[config.mk]
export PLATFORM = sky130hd
export DESIGN_NAME = mfb_seq
export DESIGN_NICKNAME = d
export VERILOG_FILES = /design/src/design/mfb_pkg.sv /design/src/design/mfb_seq.sv
export SDC_FILE = /design/constraint.sdc
export NUM_CORES = 1
export LEC_CHECK = 0
export BUFFER_PORTS_ARGS = -buffer_cell sky130_fd_sc_hd__clkbuf_2
export CORE_ASPECT_RATIO = 0.6
export CORE_MARGIN = 2
export CORE_UTILIZATION = 35
export DETAILED_ROUTE_END_ITERATION = 10
export PLACE_DENSITY_LB_ADDON = 0.25
export SYNTH_ARGS = -nofsm -noshare
export SYNTH_HDL_FRONTEND = slang
export SYNTH_SLANG_ARGS = --single-unit
[constraint.sdc]
create_clock -name clk -period 4.1 [get_ports clk]
set_input_delay 0.205 -clock clk [delete_from_list [all_inputs] [get_ports clk]]
set_output_delay 0.205 -clock clk [all_outputs]
set_load 0.05 [all_outputs]
[src/design/mfb_pkg.sv]
// Shared types and codes for the monochrome shadow framebuffer rectangle unit.
// No dependencies; used by mfb_seq and the top level.

package mfb_pkg;

	// Action codes carried on the action port
	localparam logic [2:0] ACT_DRAW   = 3'd0;
	localparam logic [2:0] ACT_FILL   = 3'd1;
	localparam logic [2:0] ACT_INVERT = 3'd2;
	localparam logic [2:0] ACT_CLEAR  = 3'd3;
	localparam logic [2:0] ACT_READ   = 3'd4;

	// Configuration register indexes
	localparam logic [7:0] CFG_FRAME_WIDTH  = 8'd0;
	localparam logic [7:0] CFG_FRAME_HEIGHT = 8'd1;

	// Reset values of the configuration registers
	localparam logic [7:0] FRAME_WIDTH_RST  = 8'd128;
	localparam logic [6:0] FRAME_HEIGHT_RST = 7'd64;

	localparam int unsigned TOUCH_W = 14;

	// Sequencer states
	typedef enum logic [3:0] {
		S_CLEAR,
		S_IDLE,
		S_SETUP,
		S_ADDR,
		S_FILL,
		S_INV_RD,
		S_INV_WR,
		S_RD_ISSUE,
		S_RD_TAKE,
		S_DONE
	} mfb_state_t;

	// Result beat handed from the sequencer to the top level
	typedef struct packed {
		logic               done;
		logic               read_value;
		logic [TOUCH_W-1:0] touched;
	} mfb_result_t;

endpackage

[src/design/mfb_seq.sv]
// Sequencer for the framebuffer: clipping, start address, pixel walk and clearing pass.
// Depends on mfb_pkg; drives the mfb_store port.

module mfb_seq #(
	parameter int unsigned XW    = 8,
	parameter int unsigned YW    = 7,
	parameter int unsigned DEPTH = 8192,
	parameter int unsigned AW    = 13
) (
	input  logic                 clk,
	input  logic                 arst_n,
	input  logic                 start,
	output logic                 busy,
	input  logic [2:0]           action,
	input  logic [15:0]          pos_x,
	input  logic [15:0]          pos_y,
	input  logic [15:0]          rect_width,
	input  logic [15:0]          rect_height,
	input  logic                 pixel_on,
	input  logic [XW-1:0]        fw,
	input  logic [YW-1:0]        fh,
	input  logic                 clear_req,
	output logic                 mem_we,
	output logic [AW-1:0]        mem_addr,
	output logic                 mem_wdata,
	input  logic                 mem_rdata,
	output mfb_pkg::mfb_result_t res
);

	localparam int unsigned PW = XW + YW;

	mfb_pkg::mfb_state_t state_q, state_d;

	logic [2:0]                  op_q;
	logic                        val_q;
	logic [XW-1:0]               x0_q, xe_q, xx_q;
	logic [YW-1:0]               y_q, ye_q;
	logic [AW-1:0]               prod_q, stride_q, addr_q;
	logic [mfb_pkg::TOUCH_W-1:0] cnt_q;
	logic                        rd_q;

	logic [15:0]   eff_x, eff_y, eff_w, eff_h;
	logic [16:0]   x_end, y_end;
	logic [XW-1:0] xe_clip;
	logic [YW-1:0] ye_clip;
	logic          in_frame, nonempty;
	logic [XW-1:0] xx_nxt;
	logic [YW-1:0] y_nxt;
	logic          col_last, row_last;
	logic [PW-1:0] prod;
	logic [AW-1:0] add_a, add_b, add_sum;

	// operands of the item as the action sees them
	always_comb begin
		eff_x = pos_x;
		eff_y = pos_y;
		eff_w = rect_width;
		eff_h = rect_height;
		unique case (action) inside
			mfb_pkg::ACT_DRAW: begin
				eff_w = 16'd1;
				eff_h = 16'd1;
			end
			mfb_pkg::ACT_CLEAR: begin
				eff_x = '0;
				eff_y = '0;
				eff_w = 16'(fw);
				eff_h = 16'(fh);
			end
			default: begin
			end
		endcase
	end

	// clip to the active frame: cut at right and bottom edges
	assign x_end    = {1'b0, eff_x} + {1'b0, eff_w};
	assign y_end    = {1'b0, eff_y} + {1'b0, eff_h};
	assign xe_clip  = (x_end > 17'(fw)) ? fw : XW'(x_end);
	assign ye_clip  = (y_end > 17'(fh)) ? fh : YW'(y_end);
	assign in_frame = (eff_x < 16'(fw)) && (eff_y < 16'(fh));
	assign nonempty = in_frame && (eff_w != '0) && (eff_h != '0);

	// walk position
	assign xx_nxt   = xx_q + XW'(1);
	assign y_nxt    = y_q + YW'(1);
	assign col_last = (xx_nxt == xe_q);
	assign row_last = (y_nxt == ye_q);

	// row start offset
	assign prod = PW'(y_q) * PW'(fw);

	// shared address adder
	always_comb begin
		add_a = addr_q;
		add_b = '0;
		unique case (state_q) inside
			mfb_pkg::S_CLEAR: begin
				add_b = AW'(1);
			end
			mfb_pkg::S_ADDR: begin
				add_a = prod_q;
				add_b = AW'(x0_q);
			end
			mfb_pkg::S_FILL, mfb_pkg::S_INV_WR: begin
				add_b = col_last ? stride_q : AW'(1);
			end
			default: begin
			end
		endcase
	end
	assign add_sum = add_a + add_b;

	// state register
	always_ff @(posedge clk or negedge arst_n) begin
		if (!arst_n) begin
			state_q <= mfb_pkg::S_CLEAR;
		end else begin
			state_q <= state_d;
		end
	end

	// next state and store controls
	always_comb begin
		state_d   = state_q;
		mem_we    = 1'b0;
		mem_wdata = 1'b0;
		unique case (state_q)
			mfb_pkg::S_CLEAR: begin
				mem_we = 1'b1;
				if (addr_q == AW'(DEPTH - 1)) begin
					state_d = mfb_pkg::S_IDLE;
				end
			end
			mfb_pkg::S_IDLE: begin
				if (start) begin
					unique case (action) inside
						mfb_pkg::ACT_DRAW, mfb_pkg::ACT_FILL,
						mfb_pkg::ACT_INVERT, mfb_pkg::ACT_CLEAR: begin
							state_d = nonempty ? mfb_pkg::S_SETUP : mfb_pkg::S_DONE;
						end
						mfb_pkg::ACT_READ: begin
							state_d = in_frame ? mfb_pkg::S_SETUP : mfb_pkg::S_DONE;
						end
						default: begin
							state_d = mfb_pkg::S_DONE;
						end
					endcase
				end
			end
			mfb_pkg::S_SETUP: begin
				state_d = mfb_pkg::S_ADDR;
			end
			mfb_pkg::S_ADDR: begin
				unique case (op_q) inside
					mfb_pkg::ACT_READ:   state_d = mfb_pkg::S_RD_ISSUE;
					mfb_pkg::ACT_INVERT: state_d = mfb_pkg::S_INV_RD;
					default:             state_d = mfb_pkg::S_FILL;
				endcase
			end
			mfb_pkg::S_FILL: begin
				mem_we    = 1'b1;
				mem_wdata = val_q;
				if (col_last && row_last) begin
					state_d = mfb_pkg::S_DONE;
				end
			end
			mfb_pkg::S_INV_RD: begin
				state_d = mfb_pkg::S_INV_WR;
			end
			mfb_pkg::S_INV_WR: begin
				mem_we    = 1'b1;
				mem_wdata = ~mem_rdata;
				state_d   = (col_last && row_last) ? mfb_pkg::S_DONE : mfb_pkg::S_INV_RD;
			end
			mfb_pkg::S_RD_ISSUE: begin
				state_d = mfb_pkg::S_RD_TAKE;
			end
			mfb_pkg::S_RD_TAKE: begin
				state_d = mfb_pkg::S_DONE;
			end
			mfb_pkg::S_DONE: begin
				state_d = mfb_pkg::S_IDLE;
			end
			default: begin
				state_d = mfb_pkg::S_IDLE;
			end
		endcase
		// a size change restarts the clearing pass
		if (clear_req) begin
			state_d = mfb_pkg::S_CLEAR;
		end
	end

	// address register: part of the clearing pass, so reset
	always_ff @(posedge clk or negedge arst_n) begin
		if (!arst_n) begin
			addr_q <= '0;
		end else if (clear_req) begin
			addr_q <= '0;
		end else begin
			case (state_q) inside
				mfb_pkg::S_CLEAR, mfb_pkg::S_ADDR,
				mfb_pkg::S_FILL, mfb_pkg::S_INV_WR: begin
					addr_q <= add_sum;
				end
				default: begin
				end
			endcase
		end
	end

	// item datapath
	always_ff @(posedge clk) begin
		case (state_q) inside
			mfb_pkg::S_IDLE: begin
				if (start) begin
					op_q  <= action;
					val_q <= pixel_on;
					x0_q  <= XW'(eff_x);
					xx_q  <= XW'(eff_x);
					xe_q  <= xe_clip;
					y_q   <= YW'(eff_y);
					ye_q  <= ye_clip;
					cnt_q <= '0;
					rd_q  <= 1'b0;
				end
			end
			mfb_pkg::S_SETUP: begin
				prod_q   <= AW'(prod);
				// jump from last column of one row to first of the next
				stride_q <= AW'(fw) - AW'(xe_q) + AW'(x0_q) + AW'(1);
			end
			mfb_pkg::S_FILL, mfb_pkg::S_INV_WR: begin
				if (cnt_q != '1) begin
					cnt_q <= cnt_q + mfb_pkg::TOUCH_W'(1);
				end
				if (col_last) begin
					xx_q <= x0_q;
					y_q  <= y_nxt;
				end else begin
					xx_q <= xx_nxt;
				end
			end
			mfb_pkg::S_RD_TAKE: begin
				rd_q <= mem_rdata;
			end
			default: begin
			end
		endcase
	end

	assign mem_addr       = addr_q;
	assign busy           = (state_q != mfb_pkg::S_IDLE);
	assign res.done       = (state_q == mfb_pkg::S_DONE);
	assign res.read_value = rd_q;
	assign res.touched    = cnt_q;

endmodule
======== Word-level counts from Yosys, hierarchy flattened ========
Cells that the tools add are included.
operators by class
  div/mod/pow operators ................... 0
  reductions and logical operators ........ 24
  $add $sub $neg .......................... 9
  multiply operators ...................... 1
  muxes and demuxes ....................... 43
  $lt $le $gt $ge ......................... 4
  bitwise logic cells ..................... 2
  eq/ne operators ......................... 26
  shift-type cells ........................ 0
operator list
  cell                                                  count
  2-to-1 mux 14 bit                                     5
  case mux 16 bit (2 select lines)                      2
  2-to-1 mux 13 bit                                     4
  2-to-1 mux 8 bit                                      6
  2-to-1 mux 7 bit                                      6
  case mux 13 bit (3 select lines)                      1
  case mux 4 bit (9 select lines)                       1
  adder 16 x 16 -> 17 bit                               2
  2-to-1 mux 16 bit                                     2
  nonzero test 16 bit                                   2
  2-to-1 mux 4 bit                                      7
  greater-than comparator 17 x 7 -> 1 bit               1
  greater-than comparator 17 x 8 -> 1 bit               1
  equality test 4 x 3 -> 1 bit (second input constant)  4
  < comparator 16 x 7 -> 1 bit                          1
  < comparator 16 x 8 -> 1 bit                          1
  adder 14 x 1 -> 14 bit (second input constant)        1
  inequality test 14 bit (second input constant)        1
  adder 13 bit                                          1
  equality test 13 bit (second input constant)          1
  multiplier 7 x 8 -> 13 bit                            1
  AND reduction 4 bit                                   3
  adder 10 x 2 -> 11 bit (second input constant)        1
  adder 9 x 9 -> 10 bit                                 1
  29 further kinds                                      53
word-level totals
  bits in read-only memories .............. 0
  register bits after elaboration ......... 100
  word-level logic and storage cells ...... 122
  output and inout port bits .............. 32
  memory bits (writable) .................. 0
  bits in latches ......................... 0
  input bits .............................. 88
  memories ................................ 0

======== Depth between registers and ports, before layout ========
Gate-level depths: netlist of the first run.
  depth after elaboration ................. 11
  gate-level depth with buffers ........... 22
  gate-level depth less buffers ........... 20

======== Worst setup path after synthesis of the first run ========
OpenSTA, ideal clock, no wires.
  path type ............................... input-to-reg
  from .................................... input action[0]
  to ...................................... register ye_q[0], data pin
  setup slack ............................. -0.750 ns
  arrival ................................. 4.590 ns
  stages on the path ...................... 20
  data required time ...................... 3.840 ns
  library setup time ...................... 0.260 ns
  path buffers ............................ 4
  cells stage by stage .................... buf_2 > buf_2 > nand3b_1 > clkbuf_1 > clkbuf_1 > o21ai_0 > ha_1 > or4_4 > a31oi_4 > or2b_1 > xor2_1 > ha_1 > nor3_1 > o21ai_0 > a21oi_1 > o2111ai_1 > a2111oi_0 > nand4_1 > nor4_4 > mux2_2
between the ends
  cells in the longest elaborated chain, start to end .. 5
  elaborated cells between the ends (all ways) .. 7
  those cells by class .................... add/sub (1); order compare (1); eq/ne (1); mux (3); reduce/logical (1)
ends and longest elaborated chain
  item                                                                                RTL line        source
  from (decl)                                                                         mfb_seq.sv:14   input logic [2:0] action,
  equality test 3 x 2 -> 1 bit (no line) / logical NOT 3 bit (equally long branches)  n/a
  case mux 16 bit (2 select lines) / 2-to-1 mux 16 bit (equally long branches)        mfb_seq.sv:59   unique case (action) inside
  adder 16 x 16 -> 17 bit *                                                           mfb_seq.sv:77   assign y_end = {1'b0, eff_y} + {1'b0, eff_h};
  greater-than comparator 17 x 7 -> 1 bit                                             mfb_seq.sv:79   assign ye_clip = (y_end > 17'(fh)) ? fh : YW'(y_end);
  2-to-1 mux 7 bit *                                                                  mfb_seq.sv:79
  named net ye_clip[0]                                                                mfb_seq.sv:45   logic [YW-1:0] ye_clip;
  to (signal assigned)                                                                mfb_seq.sv:223  ye_q <= ye_clip;
  to (decl)                                                                           mfb_seq.sv:37   logic [YW-1:0] y_q, ye_q;
Mark *: on every way through the listed nets, which the timed path passes. The rest lies on a longest branch.
A chain may end at the register's enable or synchronous reset.

======== Final worst setup path of the first run ========
  from .................................... input action[0]
  to ...................................... register ye_q[1], data pin
The elaborated chain is that of the path after synthesis.

==> results by group, run 1 <==
Run status
  – Status: complete, but fails checks
  – Failing checks: negative setup slack

Clock network
  – Clk slew on worst S/H paths: 70 ps
  – CTS root buf: clkbuf_16
  – Clock buffer depth: 2
  – Clock sinks: around 100
  – H-tree levels: 3
  – TritonCTS clock tree: yes
  – Total CTS buffers: 9
  – Worst-Skew Late Latency: 370 ps

Yosys
  – Mapped Area: approximately 11,000 um2
  – Syn nets: between 1,000 and 1,500
  – Top-count cell post-synth: nand2_1
  – Async set-reset flop share out of synthesis: 17.3%
  – Largest cells by area after synthesis: edfxtp_1, ha_1, fa_1
  – Area share of the leading cell type in the synthesized netlist: about 22%
  – Most frequent cells after synthesis: nand2_1, ha_1, inv_1, nor2_1, edfxtp_1
  – Sequential share of the synthesized area: 26.3%
  – Top FF cell, synth: edfxtp_1
  – Synthesized flop and latch total: a little under 100
  – Synth area leader: edfxtp_1
  – Yosys warnings: 0
  – Gate Count Post-Synth: around 1,300
  – Synth Area per Inst: between 8 and 9 um2
  – Unique cell type count in the Yosys netlist: 72
  – Number of flops mapped to enable cells by yosys: about 80

Power
  – Static Leakage: ~6.3 nW
  – Max VDD drop: around 0.19 mV
  – Power Dens Cells: around 250 nW/um2

STA
  – Clock Skew: 10.2 ps
  – Worst Setup Slack, final: -132 ps
  – Worst-margin pin slew: between 1000 and 1500 ps
  – Fmax: between 0.2 and 0.25 GHz
  – Final-report hold violation count: 0
  – Setup violators final: 9
  – Max-slew violations: 0
  – Unrepaired setup endpoints after global routing: true
  – Final min period: 4230 ps
  – Crit share post-route: 103%
  – Rel. slew slack: between 20% and 30%

Place
  – Port Buffers: 119
  – Dpl hpwl: 28.2 mm
  – Dpl cells: between 1,500 and 2,000
  – DP Worst Slack: -649 ps
  – Routability cong.: 0.935

Floorplan
  – Die X: between 200 and 250 um
  – Height of the die: roughly 140 um
  – Initial Util: 35.9%
  – I/O pin total: 120
  – Die area: 32,600 um2
  – Core area: slightly above 30,000 um2
  – FP Rows: 49

Detailed routing
  – Starting DRT DRC Count: between 600 and 700
  – Vias/cell: between 5 and 6
  – # DRC: 0
  – Wire per inst: about 18 um
  – DR vias: 10,295
  – Total Routed Length: around 34 mm
  – Antenna violation net count after detailed routing: 0
  – Drt pass-1 iters: 5

Worst setup path
  – Worst EP arrival: around 4400 ps
  – Worst Path Required: about 4200 ps
  – Cells on worst reg2reg path: 15
  – Worst r2r src: y_q[1]
  – Setup CP Type: in2reg
  – Register-to-register setup slack: -50 ps
  – Worst reg2reg endpoint: prod_q[10]
  – Critical path fanouts, max: 12
  – Crit. End Element: flop
  – Worst setup SP type: input port

Worst hold path
  – Worst hold path type: in2reg
  – Hold endpoint: val_q
  – Min-delay src: pixel_on
  – WHS Path Cells: 1

Layout
  – Final nets: 1,751
  – Finished Layout Cells: 1,934
  – Proportion of layout cells with a drive suffix above 1: between 20 and 30%
  – Area growth syn-to-layout: 27.5%
  – Fillers: between 2,000 and 3,000

Global routing
  – Grt total ovfl: 0
  – Vias in the first global route: just under 10,000
  – First-pass GRT wire length: between 50 and 60 mm
  – Antenna violations before repair: 1
  – Largest net degree at the start of global routing: 30
  – GRT Resource Usage Total: 21.2%

Job
  – Max-cap violation count: 0
cells in the final DEF, fill, tap and decap left out, types with 55 or more instances in the layout:
| cell | netlist | final |
|---|---|---|
| xnor2_1 | 56 | 55 |
| nand2_1 | 122 | 121 |
| and2_1 | 80 | 73 |
| ha_1 | 113 | 99 |
| o21ai_0 | 70 | 59 |
| edfxtp_1 | 81 | 81 |
| buf_4 | 1 | 179 |
| nor2_1 | 94 | 90 |
| inv_1 | 98 | 94 |
| a21oi_1 | 77 | 67 |
| clkbuf_2 | 0 | 116 |
per-layer routing:
| layer | GRT usage [%] | part of all wire [%] | routed length, um | vias to the layer above |
|---|---|---|---|---|
| met5 | 0 | 0 | 0 | - |
| met1 | 33.3 | 52 | 17800 | 4927 |
| met3 | 4.50 | 7.5 | 2580 | 23 |
| li1 | - | - | - | 5010 |
| met4 | 4.45 | 1.2 | 418 | 0 |
| met2 | 29.0 | 40 | 13600 | 335 |
critical path, stage by stage:
cell and delay (ps):
clkbuf_8 150, buf_6 130, and3b_1 220, o21ai_2 80, o211a_1 170, ha_4 180
or4_4 560, a31oi_4 180, or2b_1 270, xor2_2 160, ha_2 190, nor3_2 160
o21ai_1 80, a21oi_1 150, o2111ai_1 170, a2111oi_2 300, nand4_1 190, nor4_4 330
buf_12 170, mux2_4 300
report_power, final:
part | internal [mW] | switching [mW] | total (mW)
clock network | 0.491 | 0.396 | 0.887
registers | 1.10 | 0.00336 | 1.10
logic | 0.724 | 0.761 | 1.48
total | 2.31 | 1.16 | 3.47
cell families after synthesis:
| kind of cell | Yosys count | synth area share (%) |
|---|---|---|
| DFF | 98 | 26.3 |
| xor gates and xnor gates | 86 | 7.56 |
| muxes | 39 | 3.95 |
| buffers and inverters | 153 | 5.43 |
| and+or+nand+nor | 455 | 21.3 |
| adders and majority gates | 146 | 18.9 |
| AOI/OAI and AO/OA | 282 | 16.6 |
worst max-delay path by stage:
stage | cells after the start | slack [ps] | end | from
2_1_floorplan | 18 | -460 | ye_q[0] | action[2]
3_3_place_gp | 19 | -450 | ye_q[3] | action[0]
3_5_place_dp | 23 | -650 | xe_q[6] | action[0]
4_1_cts | 15 | -50 | prod_q[12] | y_q[1]
5_1_grt | 19 | -290 | ye_q[0] | action[2]
6_report | 20 | -130 | ye_q[1] | action[0]
flip-flops by register name, indices dropped and copies added, names as in the netlist, 8 cells and up:
name / cells
cnt_q: 14
mem_addr: 13
prod_q: 13
stride_q: 11
x0_q: 8
xe_q: 8
xx_q: 8
metrics by stage:
step	util, %	area [um2]	hold slack [ps]	total power [mW]	setup TNS (ps)
CTS	44.8	13600	28.8	3.40	-70.5
finish	45.8	13900	42.8	3.47	-979
detailed placement	43.2	13100	179	2.47	-9350
global placement	43.2	13100	180	2.46	-6770
global route	45.8	13900	26.5	3.69	-3140
floorplan	-	11000	-90.6	1.95	-5050
area by class of cell:
type                    instances  area [um2]  area share, %
inverters                      98         368           2.65
repair buffers                304        2040           14.7
clock buffers                  10         239           1.72
well taps                     408         510           3.68
diodes                          2        5.00         0.0361
multi-input cells            1008        7790           56.2
clock inverters                 6        63.8          0.460
flip-flops and latches         98        2860           20.6
repair_timing:
| action | 4_1_cts | 5_1_grt |
|---|---|---|
| resized for setup | 23 | 56 |
| pin swaps | 13 | 41 |
| buffers inserted | 10 | 13 |
| hold buffers | 1 | 0 |
| cloned | 0 | 0 |
| endpoints found under the hold margin | 17 | 0 |
| endpoints found under the setup margin | 19 | 23 |
Note: power is estimated with default switching activity, not from simulation.
==> inputs of run 2 (changes only) <==
==> constraint.sdc (replaced) <==
create_clock -name clk -period 4.7 [get_ports clk]
set_input_delay 0.235 -clock clk [delete_from_list [all_inputs] [get_ports clk]]
set_output_delay 0.235 -clock clk [all_outputs]
set_load 0.05 [all_outputs]
==> run 2 against run 1 <==
Compared with the run above:
- the flow now finishes without violations
- via count down 4.8%
- clock-buffer cell count is 4 higher
- final area is 9.3% lower
- core utilization decreased by 4.3 points
- sequential share of layout area up 2.1 points
- critical endpoint is now prod_q[12]
- largest power group unchanged
==> results by group, run 2 (same netlist as run 1, synthesis figures left out) <==
Run status
  – Status: finished, final reports clean

Clock network
  – Worst-Skew Late Latency: 370 ps (about the same)
  – Clock buffer depth: 2 (unchanged)
  – Total CTS buffers: 9 (unchanged)
  – Clk slew on worst S/H paths: 70 ps (about the same)
  – Clock sinks: 98 (unchanged)
  – TritonCTS clock tree: yes
  – H-tree levels: 3 (unchanged)
  – CTS root buf: clkbuf_16

Layout
  – Area growth syn-to-layout: 15.6%
  – Fillers: 3,062 (+2.8%)
  – N_diodes: 0 (-2)
  – Proportion of layout cells with a drive suffix above 1: 17.1% (-11 points)
  – Largest reg by FF count: cnt_q
  – Most common cell after layout, fill and taps aside: nand2_1
  – Max reg flops: 14 (unchanged)
  – Final nets: 1,627 (-7.1%)
  – Most frequent cells in the layout: nand2_1, clkbuf_2, ha_1, inv_1, nor2_1
  – Design Area, Final: 12,600 um2 (-9.3%)
  – Finished Layout Cells: 1,808 (-6.5%)

Detailed routing
  – Antenna violation net count after detailed routing: 0 (unchanged)
  – Total Routed Length: 33.4 mm (-2.9%)
  – Starting DRT DRC Count: 808 (+20%)
  – # DRC: 0 (unchanged)
  – Vias/cell: 5.42 (+1.8%)
  – Wire per inst: 18.5 um (+3.9%)
  – Drt pass-1 iters: 6 (+1)
  – DR vias: 9,802 (-4.8%)

Power
  – Max VDD drop: 0.156 mV (-18%)
  – Static Leakage: 5.62 nW (-10%)
  – Power Dens Cells: 224 nW/um2 (-11%)
  – Final Power: 2.82 mW (-19%)

STA
  – Final min period: between 4000 and 5000 ps
  – Crit share post-route: 93.5%
  – Setup violators final: 0 (-9)
  – Fmax: approximately 0.23 GHz
  – Final-report hold violation count: 0 (unchanged)
  – Max-slew violations: 0 (unchanged)
  – Rel. slew slack: 26.6% (+1.6 points)
  – Worst Setup Slack, final: 307 ps (+439 ps)
  – Worst-margin pin slew: 1100 ps (-24.6 ps)
  – Clock Skew: 8.64 ps (-1.59 ps)
  – Min Hold Slack: 87.9 ps (+45.2 ps)

Worst setup path
  – Worst Path Required: 4810 ps (+590 ps)
  – Worst setup SP type: flop
  – Critical path fanouts, max: 8 (-4)
  – Setup CP Type: reg2reg
  – Worst EP arrival: 4500 ps (+150 ps)
  – Crit. End Element: flop

Global routing
  – Grt total ovfl: 0 (unchanged)
  – First-pass GRT wire length: 51.8 mm (-3.3%)
  – Largest net degree at the start of global routing: 33 (+10%)
  – Vias in the first global route: 9,085 (-7.1%)
  – GRT Resource Usage Total: 20.6% (-0.55 points)
  – Antenna violations before repair: 1 (unchanged)

Place
  – Dpl cells: 1,784 (-5.8%)
  – Dpl hpwl: 27.6 mm (-2.3%)
  – Routability cong.: 0.926 (-0.93%)
  – Port Buffers: 119 (unchanged)
  – DP Worst Slack: -94.0 ps (+555 ps)
  – Area after DPL: 12,200 um2 (-7.0%)

Floorplan
  – Die area: 32,600 um2 (unchanged)
  – Die X: 232 um (unchanged)
  – Height of the die: 141 um (unchanged)
  – FP Rows: 49 (unchanged)
  – Initial Util: 35.9% (unchanged)
  – Core area: 30,300 um2 (unchanged)
  – I/O pin total: 120 (unchanged)

Worst hold path
  – Worst hold path type: in2reg

Job
  – Max-cap violation count: 0 (unchanged)
[run 2: changes by cell type in the layout (fill, tap and decap cells not counted), moves of 9 or more]
cell	delta
buf_4	-119
ha_1	+14
o21ai_0	+11
ha_4	-10
a21oi_1	+9
a21oi_2	-9
[run 2: report_power, final]
part / total (mW) / switching, mW / internal, mW
clock: 0.827 / 0.352 / 0.475
sequential: 0.958 / 0.00266 / 0.956
combinational: 1.03 / 0.597 / 0.432
total: 2.82 / 0.952 / 1.86
[run 2: area by class of cell]
cell class              count  area (um2)  area share [%]
inverters                  98         368            2.92
clock inverters             2        17.5           0.139
repair buffers            180        1060            8.40
multi-input cells        1008        7450            59.2
flip-flops and latches     98        2860            22.7
clock buffers              14         318            2.53
well taps                 408         510            4.06
[run 2: routing by layer]
layer	GRT usage (%)	vias up	share of wire (%)
met2	27.4	335	38
li1	-	4746	-
met1	33.8	4699	54
met4	2.80	0	0.79
met5	0	-	0
met3	4.19	22	7.7
[run 2: path summary, 6_finish.rpt]
check | from | to | slack [ps] | depth (start not counted)
max | y_q[1] | prod_q[12] | 310 | 15
min | pixel_on | val_q | 90 | 1
max reg2reg | y_q[1] | prod_q[12] | 310 | 15
min reg2reg | mem_addr[0] | mem_addr[0] | 570 | 2
max in group asynchronous | arst_n | state_q[2] | 4020 | 2
min in group asynchronous | arst_n | mem_addr[5] | 350 | 2
[run 2: repair_timing]
action,4_1_cts,5_1_grt
setup buffers,0,7
hold endpoints to repair,17,0
gates resized for setup,0,4
hold buffers,1,0
endpoints found under the setup margin,0,15
[run 2: metrics by stage]
step	utilization (%)	setup TNS [ps]
final	41.5	0
after global routing	41.5	-40.7
after CTS	41.3	0
after detailed placement	40.2	-973
after global placement	40.2	0
after floorplan	-	0
[run 2: critical path, cell delays in order, from the launching register on]
cell and delay (ps):
edfxtp_1 540, and2_1 220, fa_1 480, inv_1 50, fa_1 480, fa_1 560
inv_1 60, fa_1 480, ha_1 350, inv_1 70, o21bai_1 70, a21oi_1 230
o21bai_1 110, a21oi_2 180, o21ai_0 130, xnor2_1 140
==> inputs of run 3 (changes only) <==
--- a/config.mk
+++ b/config.mk
@@ -6,6 +6,8 @@
 export NUM_CORES = 1
 export LEC_CHECK = 0
 export BUFFER_PORTS_ARGS = -buffer_cell sky130_fd_sc_hd__clkbuf_2
+export CELL_PAD_IN_SITES_DETAIL_PLACEMENT = 0
+export CELL_PAD_IN_SITES_GLOBAL_PLACEMENT = 1
 export CORE_ASPECT_RATIO = 0.6
 export CORE_MARGIN = 2
 export CORE_UTILIZATION = 35
==> run 3 against run 2 <==
Compared with the run above:
- setup slack worse by 32 ps
- sequential power barely moved
- critical path depth up 2
- non-clock buffer count down 2
- register-to-register slack worse by 30 ps
- combinational power is essentially flat
- core utilization down 0.32 points
- global-route usage is 0.99 points higher
- clock skew increased by 5.3 ps
- clock power shrank 13%
- sequential share of layout area up 0.18 points
- critical endpoint unchanged
==> results by group, run 3 (same netlist as run 1, synthesis figures left out) <==
Place
  – Routability cong.: 0.933 (+0.78%)
  – DP Worst Slack: 31.8 ps (+126 ps)
  – Port Buffers: 119 (unchanged)
  – Dpl hpwl: 28.4 mm (+2.9%)

Floorplan
  – Die area: 32,600 um2 (unchanged)
  – Die X: 232 um (unchanged)
  – Initial Util: 35.9% (unchanged)
  – I/O pin total: 120 (unchanged)
  – Core area: 30,300 um2 (unchanged)
  – FP Rows: 49 (unchanged)
  – Height of the die: 141 um (unchanged)

Power
  – Static Leakage: 5.56 nW (-0.94%)
  – NetSw: 962 uW (+1.0%)
  – Power Dens Cells: 217 nW/um2 (-2.8%)
  – Pint: 1.75 mW (-6.0%)
  – Final Power: 2.71 mW (-3.6%)
  – Gate power share: 38.1% (+1.5 points)
  – Switching portion of total power: 35.4% (+1.6 points)
  – Max VDD drop: 0.149 mV (-4.4%)
  – Register share of total power: 35.3% (+1.3 points)
  – Clock Power Share: 26.5% (-2.9 points)

Layout
  – Most frequent cells in the layout: nand2_1, clkbuf_2, ha_1, inv_1, nor2_1
  – Largest reg by FF count: cnt_q
  – Proportion of layout cells with a drive suffix above 1: 16.7% (-0.40 points)
  – Area growth syn-to-layout: 14.7%
  – Max reg flops: 14 (unchanged)
  – N_diodes: 0 (unchanged)
  – Most common cell after layout, fill and taps aside: nand2_1
  – Fin util: 41.2% (-0.32 points)
  – FF/Latch Area: 2860 um2 (unchanged)
  – Multi-input gate area: 7440 um2 (-0.20%)
  – Final nets: 1,625 (-0.12%)
  – Fillers: 3,109 (+1.5%)

Worst setup path
  – Register-to-register setup slack: 270 ps (-30 ps)
  – Setup CP Type: reg2reg
  – CP Buf/Inv Count: 3 (unchanged)
  – Worst Path Required: 4820 ps (about the same)
  – Slowest CP cell: fa_1
  – CP peak stage delay: 520 ps (-40 ps)
  – Worst setup SP type: flop
  – Critical path fanouts, max: 5 (-3)
  – Crit. End Element: flop
  – Critical path's most frequent cell: ha_1
  – Kind of cell adding the most delay to the critical path: adder cells
  – Critical-path cell list: buf_4, and2_1, fa_1, ha_1, ha_1, inv_1, fa_1, inv_1, ha_1, a21o_1, a21oi_1, o21bai_1, a21oi_1, o21bai_1, a21oi_2, o21ai_0, xnor2_1
  – Worst EP arrival: 4550 ps (+50 ps)

Detailed routing
  – Met3 routed WL: 2.26 mm (-12%)
  – Starting DRT DRC Count: 723 (-11%)
  – Antenna violation net count after detailed routing: 0 (unchanged)
  – Highest metal used: met4
  – Drt pass-1 iters: 6 (unchanged)
  – # DRC: 0 (unchanged)
  – Vias/cell: 5.32 (-1.8%)
  – DR vias: 9,613 (-1.9%)
  – Met1 WL: 19.1 mm (+6.5%)
  – Total Routed Length: 34.4 mm (+2.8%)
  – Met2 wire length: 12.8 mm (+0.54%)
  – Wire per inst: 19.0 um (+2.9%)

STA
  – Crit share post-route: 94.2% (+0.69 points)
  – Max-slew violations: 0 (unchanged)
  – Final-report hold violation count: 0 (unchanged)
  – Worst Setup Slack, final: 275 ps (-32.2 ps)
  – Final min period: 4430 ps (+32.2 ps)
  – Min Hold Slack: 44.9 ps (-43.0 ps)
  – Clock Skew: 14.0 ps (+5.33 ps)
  – Unrepaired setup endpoints after global routing: false
  – Fin Setup TNS: 0 ps (unchanged)
  – Setup violators final: 0 (unchanged)
  – Worst-margin pin slew: 1130 ps (+29.8 ps)
  – Fmax: 0.226 GHz (-0.73%)
  – Rel. slew slack: 24.6% (-2.0 points)

Clock network
  – Clk slew on worst S/H paths: 80 ps (about the same)
  – Clock buffer depth: 2 (unchanged)
  – Worst-Skew Late Latency: 380 ps (about the same)
  – Clock sinks: 98 (unchanged)
  – H-tree levels: 3 (unchanged)
  – CTS root buf: clkbuf_16
  – Total CTS buffers: 9 (unchanged)
  – TritonCTS clock tree: yes

Global routing
  – Grt total ovfl: 0 (unchanged)
  – Antenna violations before repair: 0 (-1)
  – Largest net degree at the start of global routing: 30 (-9.1%)
  – First-pass GRT wire length: 54.0 mm (+4.1%)
  – Vias in the first global route: 9,300 (+2.4%)
  – GRT Resource Usage Total: 21.6% (+0.99 points)

Job
  – Max-cap violation count: 0 (unchanged)

Run status
  – Status: finished, final reports clean

Worst hold path
  – Worst hold path type: in2reg
run 3: cell count changes in the layout (fill, tap and decap cells not counted), sizes merged:
cell and change:
clkbuf -4, clkinv +3, buf -2, clkinvlp +1
run 3: power groups by stage:
stage / combinational, mW / clock [mW] / sequential [mW]
after global placement: 1.02 / 0 / 0.978
after floorplan: 0.692 / 0 / 0.985
final: 1.04 / 0.720 / 0.959
after CTS: 1.02 / 0.739 / 0.959
after detailed placement: 1.02 / 0 / 0.978
after global routing: 1.16 / 0.765 / 0.959
run 3: layout make-up:
cell class,count,share of cell area [%]
clock buffer,10,1.83
clock inverter,6,0.311
inverter,98,2.95
multi-input combinational,1008,59.6
sequential,98,22.9
tap,408,4.09
timing repair buffer,178,8.34
run 3: layer usage:
metal / track usage (%) / up-vias
li1: - / 4750
met1: 35.7 / 4599
met2: 27.3 / 247
met3: 5.48 / 17
met4: 3.51 / 0
met5: 0 / -
run 3: metrics by stage:
step / std cells / instance area, um2
floorplan: 1259 / 10900
global placement: 1784 / 12200
CTS: 1801 / 12400
finish: 1806 / 12500
global route: 1806 / 12500
detailed placement: 1784 / 12200
run 3: worst register-to-register path, delay by kind of cell, from the launching register on:
family | cells | cell delay, ps
compound gates | 7 | 1220
xor+xnor | 1 | 140
fa+ha+maj | 5 | 1930
buf+inv | 3 | 280
flops | 1 | 460
simple gates | 1 | 150
run 3: path summary, 6_finish.rpt:
check | from | endpoint | cells past startpoint
worst max-delay path | y_q[3] | prod_q[12] | 17
worst min-delay path | pixel_on | val_q | 1
worst max register to register | y_q[3] | prod_q[12] | 17
worst min register to register | mem_addr[4] | mem_addr[4] | 2
max in group asynchronous | arst_n | mem_addr[7] | 2
min in group asynchronous | arst_n | mem_addr[6] | 2
run 3: what timing repair did:
item                                   CTS  global route
setup endpoints to repair                0             1
buffers inserted                         0             5
hold buffers                             1             0
endpoints found under the hold margin   17             0
gates resized for setup                  0             1
